==> src/hdl/rbpc_pkg.sv <==
// Shared types, constants and the arctangent table of the rotated box corner block.
`default_nettype none

package rbpc_pkg;

  // Configuration port shape
  localparam int CFG_INDEX_W = 3;
  localparam int CFG_DATA_W  = 17;

  // Configuration register indexes
  typedef enum logic [CFG_INDEX_W-1:0] {
    REG_BOX_WIDTH   = 3'd0,
    REG_BOX_HEIGHT  = 3'd1,
    REG_START_X     = 3'd2,
    REG_START_Y     = 3'd3,
    REG_START_ANGLE = 3'd4
  } cfg_reg_t;

  // Angle units: 1/64 degree
  localparam int ANGLE_FULL    = 360 * 64;
  localparam int ANGLE_HALF    = 180 * 64;
  localparam int ANGLE_QUARTER = ANGLE_FULL / 4;
  localparam int ANGLE_THREE_Q = ANGLE_FULL - ANGLE_QUARTER;

  // Pose limits in 1/16 pixel
  localparam logic signed [16:0] POS_MIN = 17'sh10000;
  localparam logic signed [16:0] POS_MAX = 17'sh0FFFF;

  // Rotator: 16 steps, angle in 2^-14 degree
  localparam int CORDIC_STEPS    = 16;
  localparam int STEP_W          = 4;
  localparam int ZW              = 24;
  localparam int CORDIC_GAIN_Q30 = 652032874;
  localparam int ANGLE_TO_Z_SH   = 8;

  // Product selection for the four trig by half-size products
  typedef enum logic [1:0] {
    PROD_C_HW = 2'd0,
    PROD_S_HH = 2'd1,
    PROD_S_HW = 2'd2,
    PROD_C_HH = 2'd3
  } prod_sel_t;

  // Corner sign patterns: a set bit means the term is subtracted, except the y width term, which is then added
  localparam logic [3:0] CORNER_SW_NEG = 4'b1001;
  localparam logic [3:0] CORNER_SH_NEG = 4'b1100;
  localparam logic [1:0] CORNER_LAST   = 2'd3;

  // Request from the sequencer to the rotator
  typedef struct packed {
    logic                 start;
    logic signed [ZW-1:0] z;
  } rot_req_t;

  // Arctangent of 2^-i in 2^-14 degree
  function automatic logic signed [ZW-1:0] atan_lookup(input logic [STEP_W-1:0] i);
    logic signed [ZW-1:0] r;
    unique case (i)
      4'd0:  r = 24'sd737280;
      4'd1:  r = 24'sd435242;
      4'd2:  r = 24'sd229970;
      4'd3:  r = 24'sd116736;
      4'd4:  r = 24'sd58595;
      4'd5:  r = 24'sd29326;
      4'd6:  r = 24'sd14667;
      4'd7:  r = 24'sd7334;
      4'd8:  r = 24'sd3667;
      4'd9:  r = 24'sd1833;
      4'd10: r = 24'sd917;
      4'd11: r = 24'sd458;
      4'd12: r = 24'sd229;
      4'd13: r = 24'sd115;
      4'd14: r = 24'sd57;
      4'd15: r = 24'sd29;
    endcase
    return r;
  endfunction

endpackage

`default_nettype wire

==> src/hdl/rbpc_cordic.sv <==
// Iterative rotation CORDIC giving cosine and sine, one shift-add step per cycle.
`default_nettype none

module rbpc_cordic #(
  parameter int TRIG_FRAC_BITS = 16
) (
  input  logic                            clk,
  input  logic                            rst,
  input  rbpc_pkg::rot_req_t              req,
  output logic                            done,
  output logic signed [TRIG_FRAC_BITS+2:0] cos_q,
  output logic signed [TRIG_FRAC_BITS+2:0] sin_q
);
  import rbpc_pkg::*;

  localparam int XW = TRIG_FRAC_BITS + 3;
  localparam logic signed [XW-1:0] X0 = XW'(CORDIC_GAIN_Q30 >>> (30 - TRIG_FRAC_BITS));
  localparam logic [STEP_W-1:0] STEP_LAST = STEP_W'(CORDIC_STEPS - 1);

  logic                 busy;
  logic [STEP_W-1:0]    step;
  logic signed [ZW-1:0] z;
  logic signed [XW-1:0] x_sh;
  logic signed [XW-1:0] y_sh;
  logic signed [ZW-1:0] atan_step;
  logic                 rot_pos;

  // Shared shifter and table lookup for the current step
  always_comb begin
    x_sh      = cos_q >>> step;
    y_sh      = sin_q >>> step;
    atan_step = atan_lookup(step);
    rot_pos   = !z[ZW-1];
  end

  // Load on request, then rotate towards zero residual angle
  always_ff @(posedge clk) begin
    if (rst) begin
      busy <= 1'b0;
      done <= 1'b0;
      step <= '0;
    end else begin
      done <= 1'b0;
      if (req.start) begin
        cos_q <= X0;
        sin_q <= '0;
        z     <= req.z;
        step  <= '0;
        busy  <= 1'b1;
      end else if (busy) begin
        if (rot_pos) begin
          cos_q <= cos_q - y_sh;
          sin_q <= sin_q + x_sh;
          z     <= z - atan_step;
        end else begin
          cos_q <= cos_q + y_sh;
          sin_q <= sin_q - x_sh;
          z     <= z + atan_step;
        end
        step <= step + 1'b1;
        if (step == STEP_LAST) begin
          busy <= 1'b0;
          done <= 1'b1;
        end
      end
    end
  end

endmodule

`default_nettype wire

==> src/hdl/rotated_box_pose_corners_top.sv <==
// Top level of the rotated box corner block: pose update, sequencer and corner output.
//
//  channel | direction | handshake          | payload
//  --------+-----------+--------------------+------------------------------------
//  in      | into      | in_valid/in_stall  | restart, dx, dy, dangle
//  out     | out of    | out_valid/out_stall| corner_index, corner_x, corner_y, last
//  cfg     | into      | cfg_write          | cfg_index, cfg_data
//
// Before its fourth corner is offered, a request passes the angle wrap (one full turn per pass),
// the shared CORDIC shift-add unit (16 steps plus hand-over), the four products on the single
// multiplier, and the sum adder and output register once per corner.
// in_stall is high from acceptance until the fourth corner is loaded into the output register.
// Output stalls hold the corner in the output register and pause the sequencer.
// Reset is synchronous: pose, configuration and control state clear, no clearing pass.
`default_nettype none

module rotated_box_pose_corners_top #(
  parameter int POS_FRAC_BITS  = 4,
  parameter int TRIG_FRAC_BITS = 16
) (
  input  logic                              clk,
  input  logic                              rst,
  input  logic                              in_valid,
  output logic                              in_stall,
  input  logic                              restart,
  input  logic signed [16:0]                dx,
  input  logic signed [16:0]                dy,
  input  logic signed [15:0]                dangle,
  output logic                              out_valid,
  input  logic                              out_stall,
  output logic [1:0]                        corner_index,
  output logic signed [13:0]                corner_x,
  output logic signed [13:0]                corner_y,
  output logic                              last,
  input  logic                              cfg_write,
  input  logic [rbpc_pkg::CFG_INDEX_W-1:0]  cfg_index,
  input  logic [rbpc_pkg::CFG_DATA_W-1:0]   cfg_data
);
  import rbpc_pkg::*;

  localparam int XW = TRIG_FRAC_BITS + 3;
  localparam int PW = XW + 10;
  localparam int SW = TRIG_FRAC_BITS + POS_FRAC_BITS + 20;
  localparam int QN = POS_FRAC_BITS + TRIG_FRAC_BITS;
  localparam logic signed [SW-1:0] TRUNC_BIAS = (SW'(1) <<< QN) - SW'(1);
  localparam logic signed [16:0] FULL17 = 17'(ANGLE_FULL);
  localparam logic signed [16:0] NEG_FULL17 = -17'(ANGLE_FULL);

  typedef enum logic [2:0] {
    S_IDLE,
    S_WRAP,
    S_ROT,
    S_MUL,
    S_SUM,
    S_PUSH
  } state_t;

  state_t state;

  // Configuration registers
  logic [9:0]         box_width;
  logic [9:0]         box_height;
  logic signed [16:0] start_x;
  logic signed [16:0] start_y;
  logic [14:0]        start_angle;

  // Pose and working registers
  logic signed [16:0]    pose_x;
  logic signed [16:0]    pose_y;
  logic [14:0]           pose_angle;
  logic signed [16:0]    ang_acc;
  logic                  neg;
  logic [1:0]            mstep;
  logic [1:0]            corner;
  logic signed [PW-1:0]  prod [4];
  logic signed [SW-1:0]  sum_x;
  logic signed [SW-1:0]  sum_y;
  rot_req_t              rot_req;

  // Rotator results
  logic                  rot_done;
  logic signed [XW-1:0]  rot_cos;
  logic signed [XW-1:0]  rot_sin;

  // Combinational helpers
  logic signed [16:0] base_x;
  logic signed [16:0] base_y;
  logic [14:0]        base_a;
  logic signed [17:0] add_x;
  logic signed [17:0] add_y;
  logic signed [16:0] sat_x;
  logic signed [16:0] sat_y;
  logic signed [16:0] ang_sum;
  logic               wrap_need;
  logic signed [16:0] ang_adj;
  logic               fold_mid;
  logic               fold_hi;
  logic signed [15:0] fold_ang;
  logic signed [XW-1:0] trig_sel;
  logic signed [XW-1:0] mul_a;
  logic signed [10:0]   mul_b;
  logic signed [PW-1:0] mul_p;
  logic signed [SW-1:0] term_a;
  logic signed [SW-1:0] term_b;
  logic signed [SW-1:0] term_c;
  logic signed [SW-1:0] term_d;
  logic signed [SW-1:0] vx;
  logic signed [SW-1:0] vy;
  logic signed [SW-1:0] qx;
  logic signed [SW-1:0] qy;
  logic                 push_go;

  assign in_stall = (state != S_IDLE);

  // Load the next corner when the output register is free or being emptied
  assign push_go = (state == S_PUSH) && (!out_valid || !out_stall);

  // Write configuration registers; ignore indexes beyond the list
  always_ff @(posedge clk) begin
    if (rst) begin
      box_width   <= '0;
      box_height  <= '0;
      start_x     <= '0;
      start_y     <= '0;
      start_angle <= '0;
    end else if (cfg_write) begin
      unique case (cfg_index)
        REG_BOX_WIDTH:   box_width   <= cfg_data[9:0];
        REG_BOX_HEIGHT:  box_height  <= cfg_data[9:0];
        REG_START_X:     start_x     <= cfg_data[16:0];
        REG_START_Y:     start_y     <= cfg_data[16:0];
        REG_START_ANGLE: start_angle <= cfg_data[14:0];
        default: ;
      endcase
    end
  end

  // Translate with saturation and form the raw angle sum
  always_comb begin
    base_x  = restart ? start_x : pose_x;
    base_y  = restart ? start_y : pose_y;
    base_a  = restart ? start_angle : pose_angle;
    add_x   = {base_x[16], base_x} + {dx[16], dx};
    add_y   = {base_y[16], base_y} + {dy[16], dy};
    sat_x   = (add_x[17] != add_x[16]) ? (add_x[17] ? POS_MIN : POS_MAX) : add_x[16:0];
    sat_y   = (add_y[17] != add_y[16]) ? (add_y[17] ? POS_MIN : POS_MAX) : add_y[16:0];
    ang_sum = $signed({2'b00, base_a}) + $signed({dangle[15], dangle});
  end

  // Wrap one full turn per cycle, then fold into plus or minus a quarter turn
  always_comb begin
    wrap_need = ang_acc[16] || (ang_acc >= FULL17);
    ang_adj   = ang_acc + (ang_acc[16] ? FULL17 : NEG_FULL17);
    fold_mid  = (ang_acc[14:0] > 15'(ANGLE_QUARTER)) && (ang_acc[14:0] < 15'(ANGLE_THREE_Q));
    fold_hi   = (ang_acc[14:0] >= 15'(ANGLE_THREE_Q));
    fold_ang  = $signed({1'b0, ang_acc[14:0]})
              - (fold_mid ? 16'(ANGLE_HALF) : (fold_hi ? 16'(ANGLE_FULL) : 16'd0));
  end

  // Single multiplier: trig value times half size
  always_comb begin
    trig_sel = ((mstep == PROD_C_HW) || (mstep == PROD_C_HH)) ? rot_cos : rot_sin;
    mul_a    = neg ? -trig_sel : trig_sel;
    mul_b    = ((mstep == PROD_C_HW) || (mstep == PROD_S_HW))
             ? $signed({2'b00, box_width[9:1]}) : $signed({2'b00, box_height[9:1]});
    mul_p    = PW'(mul_a * mul_b);
  end

  // Corner sums with the sign pattern of the current corner
  always_comb begin
    term_a = SW'(prod[PROD_C_HW]) <<< POS_FRAC_BITS;
    term_b = SW'(prod[PROD_S_HH]) <<< POS_FRAC_BITS;
    term_c = SW'(prod[PROD_S_HW]) <<< POS_FRAC_BITS;
    term_d = SW'(prod[PROD_C_HH]) <<< POS_FRAC_BITS;
    vx = (SW'(pose_x) <<< TRIG_FRAC_BITS)
       + (CORNER_SW_NEG[corner] ? -term_a : term_a)
       + (CORNER_SH_NEG[corner] ? -term_b : term_b);
    vy = (SW'(pose_y) <<< TRIG_FRAC_BITS)
       + (CORNER_SW_NEG[corner] ? term_c : -term_c)
       + (CORNER_SH_NEG[corner] ? -term_d : term_d);
  end

  // Truncate toward zero to whole pixels
  always_comb begin
    qx = (sum_x + (sum_x[SW-1] ? TRUNC_BIAS : '0)) >>> QN;
    qy = (sum_y + (sum_y[SW-1] ? TRUNC_BIAS : '0)) >>> QN;
  end

  rbpc_cordic #(
    .TRIG_FRAC_BITS (TRIG_FRAC_BITS)
  ) u_cordic (
    .clk   (clk),
    .rst   (rst),
    .req   (rot_req),
    .done  (rot_done),
    .cos_q (rot_cos),
    .sin_q (rot_sin)
  );

  // Sequencer, pose state and output register
  always_ff @(posedge clk) begin
    if (rst) begin
      state         <= S_IDLE;
      pose_x        <= '0;
      pose_y        <= '0;
      pose_angle    <= '0;
      out_valid     <= 1'b0;
      rot_req.start <= 1'b0;
      mstep         <= '0;
      corner        <= '0;
    end else begin
      rot_req.start <= 1'b0;
      // Raise valid on a new corner, drop it once the corner is taken
      if (push_go) begin
        out_valid <= 1'b1;
      end else if (!out_stall) begin
        out_valid <= 1'b0;
      end
      unique case (state)
        S_IDLE: begin
          if (in_valid) begin
            pose_x  <= sat_x;
            pose_y  <= sat_y;
            ang_acc <= ang_sum;
            state   <= S_WRAP;
          end
        end
        S_WRAP: begin
          if (wrap_need) begin
            ang_acc <= ang_adj;
          end else begin
            pose_angle    <= ang_acc[14:0];
            neg           <= fold_mid;
            rot_req.start <= 1'b1;
            rot_req.z     <= ZW'(fold_ang) <<< ANGLE_TO_Z_SH;
            state         <= S_ROT;
          end
        end
        S_ROT: begin
          if (rot_done) begin
            mstep <= PROD_C_HW;
            state <= S_MUL;
          end
        end
        S_MUL: begin
          prod[mstep] <= mul_p;
          mstep       <= mstep + 1'b1;
          if (mstep == PROD_C_HH) begin
            corner <= '0;
            state  <= S_SUM;
          end
        end
        S_SUM: begin
          sum_x <= vx;
          sum_y <= vy;
          state <= S_PUSH;
        end
        S_PUSH: begin
          if (push_go) begin
            corner_index <= corner;
            corner_x     <= qx[13:0];
            corner_y     <= qy[13:0];
            last         <= (corner == CORNER_LAST);
            if (corner == CORNER_LAST) begin
              state <= S_IDLE;
            end else begin
              corner <= corner + 1'b1;
              state  <= S_SUM;
            end
          end
        end
        default: state <= S_IDLE;
      endcase
    end
  end

`ifndef NO_ASSERTIONS
  // Stored angle is always wrapped when the block is free
  ap_angle_wrapped: assert property (@(posedge clk) disable iff (rst)
    (state == S_IDLE) |-> (pose_angle < 15'(ANGLE_FULL)))
    else $error("pose angle left unwrapped");

  // Rotator finishes only while the sequencer waits for it
  ap_done_in_rot: assert property (@(posedge clk) disable iff (rst)
    rot_done |-> (state == S_ROT))
    else $error("rotator done outside rotate state");

  // Last mark goes with the fourth corner only
  ap_last_corner: assert property (@(posedge clk) disable iff (rst)
    out_valid |-> (last == (corner_index == CORNER_LAST)))
    else $error("last mark on wrong corner");

  // An accepted request always starts the angle wrap
  ap_accept_wrap: assert property (@(posedge clk) disable iff (rst)
    (in_valid && !in_stall) |=> (state == S_WRAP))
    else $error("accepted request did not start");
`endif

endmodule

`default_nettype wire

==> config.mk <==
export PLATFORM = sky130hd
export DESIGN_NAME = rotated_box_pose_corners_top
export DESIGN_NICKNAME = d
export VERILOG_FILES = /design/src/hdl/rbpc_pkg.sv /design/src/hdl/rbpc_cordic.sv /design/src/hdl/rotated_box_pose_corners_top.sv
export SDC_FILE = /design/constraint.sdc
export NUM_CORES = 2
export LEC_CHECK = 0
export BUFFER_PORTS_ARGS = -buffer_cell sky130_fd_sc_hd__buf_2
export CAP_MARGIN = 20
export CORE_MARGIN = 4
export CORE_UTILIZATION = 43
export CTS_CLUSTER_SIZE = 30
export DETAILED_ROUTE_END_ITERATION = 10
export REMOVE_ABC_BUFFERS = 1
export SLEW_MARGIN = 40
export SYNTH_ARGS = -nofsm -noshare
export SYNTH_HDL_FRONTEND = slang
export SYNTH_HIERARCHICAL = 1
export SYNTH_SLANG_ARGS = --single-unit
==> constraint.sdc <==
create_clock -name clk -period 10.4 [get_ports clk]
set_clock_uncertainty 0.2 [all_clocks]
set_input_delay 2.08 -clock clk [delete_from_list [all_inputs] [get_ports clk]]
set_output_delay 2.08 -clock clk [all_outputs]
set_load 0.05 [all_outputs]
* Word-level counts from Yosys, hierarchy flattened
Memories as Yosys holds them, arrays and structs flattened. A register that Yosys moved wholly into a read port is not among the register bits.
Cells that the tools add are included.
** Word-level totals
- Output and inout port bits :: 33
- Bits of input ports :: 76
- Memories kept :: 2
- Memory bits (read-only) :: 320
- Bits in registers :: 340
- Logic and storage cells :: 183
- Bits in writable memories :: 116
** Memory list
- (name not given) :: depth 16, width 20, rd ports 1, clocked after Yosys merged registers in 1, wr ports 0, RTL line rbpc_pkg.sv:58 : unique case (i)
- prod :: depth 4, width 29, rd ports 4, clocked after Yosys merged registers in 0, wr ports 1, RTL line rotated_box_pose_corners_top.sv:75 : logic signed [PW-1:0] prod [4];
** Cells by class
- Magnitude comparators :: 5
- Shift operators :: 2
- Bitwise logic cells :: 4
- Eq/ne operators :: 23
- Reductions and logical operators :: 34
- $add $sub $neg :: 25
- Multiplexer cells :: 58
- $mul :: 1
** Operators by type and width (number)
- 40-bit 2-to-1 mux :: 4
- 33-bit negation with 40-bit output :: 4
- 17-bit 2-to-1 mux :: 9
- 19-bit 2-to-1 mux :: 6
- 33-bit by 40-bit adder with 40-bit output :: 2
- 40-bit adder :: 2
- 24-bit 2-to-1 mux :: 3
- 34-bit by 20-bit adder with 34-bit output :: 2
- 15-bit 2-to-1 mux :: 3
- 20-bit 2-to-1 mux :: 2
- 19-bit adder :: 2
- 19-bit by 4-bit >>> shifter with 19-bit output :: 2
- 19-bit subtractor :: 2
- 17-bit by 17-bit adder with 18-bit output :: 2
- 17-bit one-hot mux with 2 select lines :: 1
- 19-bit by 10-bit multiplier with 29-bit output :: 1
- 25-bit 2-to-1 mux :: 1
- 24-bit adder :: 1
- 24-bit subtractor :: 1
- 2-bit AND reduction :: 10
- 19-bit negation :: 1
- 3-bit 2-to-1 mux :: 6
- 3-bit one-hot mux with 6 select lines :: 1
- 16-bit by 16-bit adder with 17-bit output :: 1
- 36 further kinds :: 83

* Longest topological paths before layout
- Word-level depth :: 6
- Mapped depth :: 34
- Gate-level depth less buffers :: 30

* By module
The synthesis kept the hierarchy.
** Modules (own cells, without submodules)
- rotated_box_pose_corners_top :: cells an instance 3279, instances 1, sequential area each 9799.4 µm², area an instance 30760.8 µm²
- rbpc_cordic :: cells an instance 1029, instances 1, sequential area each 2382.3 µm², area an instance 9288.9 µm²

* Worst setup path before layout
OpenSTA, ideal clock, no wires.
- Path type :: register -> register
- Start :: register mstep[0]
- End :: memory prod[0][28] (netlist bit), data pin
- Arrival :: 8.252 ns
- Clock period less this slack :: 8.727 ns
- Setup time :: 0.275 ns
- Cell stages (with the launch flop) :: 35
- Slack :: 1.673 ns
- Cell sequence :: dfxtp_1 -> inv_1 -> ha_1 -> clkbuf_1 -> buf_2 -> buf_2 -> buf_1 -> mux2_2 -> inv_1 -> ha_1 -> o221ai_1 -> or2_2 -> nand2b_1 -> o41a_1 -> xor2_1 -> nand2b_1 -> fa_1 -> inv_1 -> fa_1 -> fa_1 -> fa_1 -> inv_1 -> fa_1 -> inv_1 -> ha_1 -> clkbuf_1 -> a21o_1 -> a21oi_1 -> o21bai_1 -> a21oi_1 -> o21ai_0 -> a2111oi_0 -> o21bai_1 -> a21oi_1 -> xnor2_1
** On the way
- Cells in the longest elaborated chain, start to end :: 6
** Ends and longest elaborated chain
- start: declaration :: RTL line rotated_box_pose_corners_top.sv:73 : logic [1:0] mstep;
- start signal: assignment :: RTL line rotated_box_pose_corners_top.sv:247 : mstep <= mstep + 1'b1;
- 2-bit equality test / 2-bit logical NOT (equally long branches) :: RTL line rotated_box_pose_corners_top.sv:162, rotated_box_pose_corners_top.sv:164
- 1-bit logical OR :: RTL line rotated_box_pose_corners_top.sv:162 : trig_sel = ((mstep == PROD_C_HW) || (mstep == PROD_C_HH)) ? rot_cos : rot_sin;
- 19-bit 2-to-1 mux :: RTL line rotated_box_pose_corners_top.sv:162
- 19-bit negation :: RTL line rotated_box_pose_corners_top.sv:163 : mul_a = neg ? -trig_sel : trig_sel;
- 19-bit 2-to-1 mux :: RTL line rotated_box_pose_corners_top.sv:163
- 19-bit by 10-bit multiplier with 29-bit output * :: RTL line rotated_box_pose_corners_top.sv:166 : mul_p = PW'(mul_a * mul_b);
- net mul_p[28] :: RTL line rotated_box_pose_corners_top.sv:102 : logic signed [PW-1:0] mul_p;
- end: declaration :: RTL line rotated_box_pose_corners_top.sv:75
The timed path passes the listed nets; every way through them passes the cells marked *.

* Worst setup path in the final report
- Start :: register mstep[0]
- End :: memory prod[2][28] (netlist bit), data pin
The elaborated chain is that of the path after synthesis.

==> flow_metrics.tcl <==
set metrics [dict create \
    status "finished clean" \
    power_frac_seq 0.415 \
    power_frac_clock 0.402 \
    avgSynthCellArea_sq_um 9.30 \
    post_drt_wl_per_cell_um 19.2 \
    dp.cells 5556 \
    p_per_area_nw_per_um2 112 \
    ant_nets 0 \
    firstDrtPassIters 8 \
    place_congestion 0.907 \
    worst_ep_required_time_ps 10630 \
    synth_most_common_cell "nand2_1" \
    die-area_sq_um 98100 \
    p_comb_frac 0.183 \
    dpl.hpwl_um 85000 \
    rsz0062_at_grt "no" \
    cp_num_buf_inv 5 \
    drive_gt1_frac 0.0930 \
    power.total_mw 4.89 \
    ys_top_cells_by_count "nand2_1 (440), nor2_1 (383), inv_1 (366)" \
    syn_to_final_growth_pct 9.33 \
    drt_wl_total_um 109000 \
    max_stage_delay_ps 600 \
    post_cts_resized 0 \
    min_path_type "flip-flop to flip-flop" \
    synth_seq_cells 456 \
    portBuffers 108 \
    synth_edf_count 305 \
    finalHoldViolCount 0 \
    drv_slew 0 \
    synth_ff_type "edfxtp_1" \
    cts_hold_buf 0 \
    yosysUniqueCellTypes 104 \
    htreeDepth 2 \
    clk_pin_slew_ps 60 \
    fin_crit_ps 8920 \
    crit_start "mstep[0]" \
    yosysTopAreaCell "edfxtp_1" \
    clk_path_buf_depth 3 \
    drc_errors 0 \
    r2r-start "mstep[0]" \
    final_nets 4977 \
    setup.worst_path.start_class "flip-flop" \
    worst_path_max_delay_cell "o41ai_1" \
    cts_root_buf "clkbuf_16" \
    leakagePower_nw 18.0 \
    synth.area.top_cells "edfxtp_1 (23%), ha_1 (10%), fa_1 (9.9%)" \
    grt_max_degree 72 \
    grt_usage 0.218 \
    die_w_um 313 \
    worst_ir_drop_vdd_mv 0.140 \
    yosysWarnings 6 \
    maxCapViolCount 0 \
    tightest_slew_ps 934 \
    grt_pass1_vias 29800 \
    rows 111 \
    clk_latency_ps 650 \
    stdcell_count 5665 \
    worstPathArrival_ps 9150 \
    core_sq_um 92100 \
    p_switching_mw 1.40 \
    cp-end-kind "flip-flop" \
    critical_path.top_delay_family "adder cells" \
    min-delay-start "start_y[16]" \
    vias 31100 \
    vias_per_cell 5.49 \
    postSynthCellCount 4308 \
    ys_seq_area_frac 0.304 \
    r2r_slack_ps 1480 \
    switching_share 0.286 \
    numCtsBuffers 54 \
    final.setup.tns_ps 0 \
    async_reset_ff_frac 0 \
    period_share 0.858 \
    crit_path_max_fanout 38 \
    die_y_um 313 \
    p_int_mw 3.49 \
    fmax_mhz 112 \
    cpMostUsedCell "fa_1" \
    cts_sinks 456 \
    overflow 0 \
    fin_util 0.476 \
    syn_area_sq_um 40000 \
    netlist.area_leader.share 0.229 \
    start_util 0.435 \
    timing.slew.headroom 0.373 \
    path_class "flip-flop to flip-flop" \
    setup_viol 0 \
    dr.first_iter.drc_count 2463 \
    post_cts_buffers 0 \
    boundaryPins 109 \
    cts_tree "yes" \
    antenna_found_initial 9 \
    grt_pass1_wl_um 170000 \
]
cells in the final DEF (no fill, tap or decap), drive strengths merged, types with 63 or more instances in the layout:
master	Yosys	final
buf	38	140
clkbuf	101	70
a21oi	326	326
dfxtp	151	151
a21o	69	69
edfxtp	305	305
nor2	384	384
nand2	440	440
o21ai	228	228
xor2	171	171
mux2	63	63
inv	370	378
fa	198	198
nor3	77	77
ha	332	332
xnor2	216	216
nand2b	63	63
mux2i	69	69
metrics by stage:
step                      worst slack [ps]  instance area [sq um]  hold slack, ps
after floorplan                       1580                  39500             227
after global placement                1730                  41800             242
after detailed placement              1520                  41900             243
after CTS                             1500                  43700             254
after global routing                   924                  43800             273
final                                 1480                  43800             254
layer usage:
layer  GRT usage  wire length (um)
met2       0.341             48000
met3      0.0395              7480
met1       0.308             49800
met4      0.0663              3210
met5           0                12
registers in the layout, indices dropped and copies added, names as in the netlist, 3 cells and up:
signal	cells
start_angle	15
pose_y	17
u_cordic/sin_q	19
ang_acc	17
rot_req	17
start_x	17
u_cordic/step	4
pose_x	17
pose_angle	15
corner_y	14
u_cordic/z	24
corner_x	14
u_cordic/cos_q	19
box_width	9
sum_y	31
u_cordic/atan_step	20
state	3
prod	116
start_y	17
box_height	9
sum_x	31
worst paths after layout:
kind | to | cells after the start
min reg2reg | start_y[16] | 2
min | start_y[16] | 2
max | prod[2][28] | 26
max reg2reg | prod[2][28] | 26
power by group through the flow:
stage                     clock network [mW]  registers, mW  logic, mW
after floorplan                            0           2.06      0.633
after detailed placement                   0           2.07      0.885
after CTS                               2.01           2.03      0.891
after global placement                     0           2.07      0.874
final                                   1.96           2.03      0.894
after global routing                    2.09           2.03       1.00
tightest hold or removal path, delay by kind of cell (launching register included):
kind               cells  cell delay [ps]
AOI/OAI and AO/OA      1               50
and+or+nand+nor        1               50
DFF                    1              310
logic make-up (layout without fill, tap and decap cells):
family,Yosys count,in the layout,share of synthesized area
buf+inv,510,612,0.0501
flops,456,456,0.304
mux,168,168,0.0556
xor+xnor,388,388,0.0854
other cells,1,13,0.0000936
simple gates,1281,1281,0.149
fa+ha+maj,548,548,0.207
compound gates,956,956,0.149
area by class of cell:
class	instances	area, sq um
fill	8705	48300
multi-input combinational	3349	26000
sequential	456	12200
tap	1243	1560
clock buffer	70	1530
inverter	370	1390
timing repair buffer	140	816
clock inverter	32	323
antenna	5	12.5
Power figures use the tool's default switching activity.
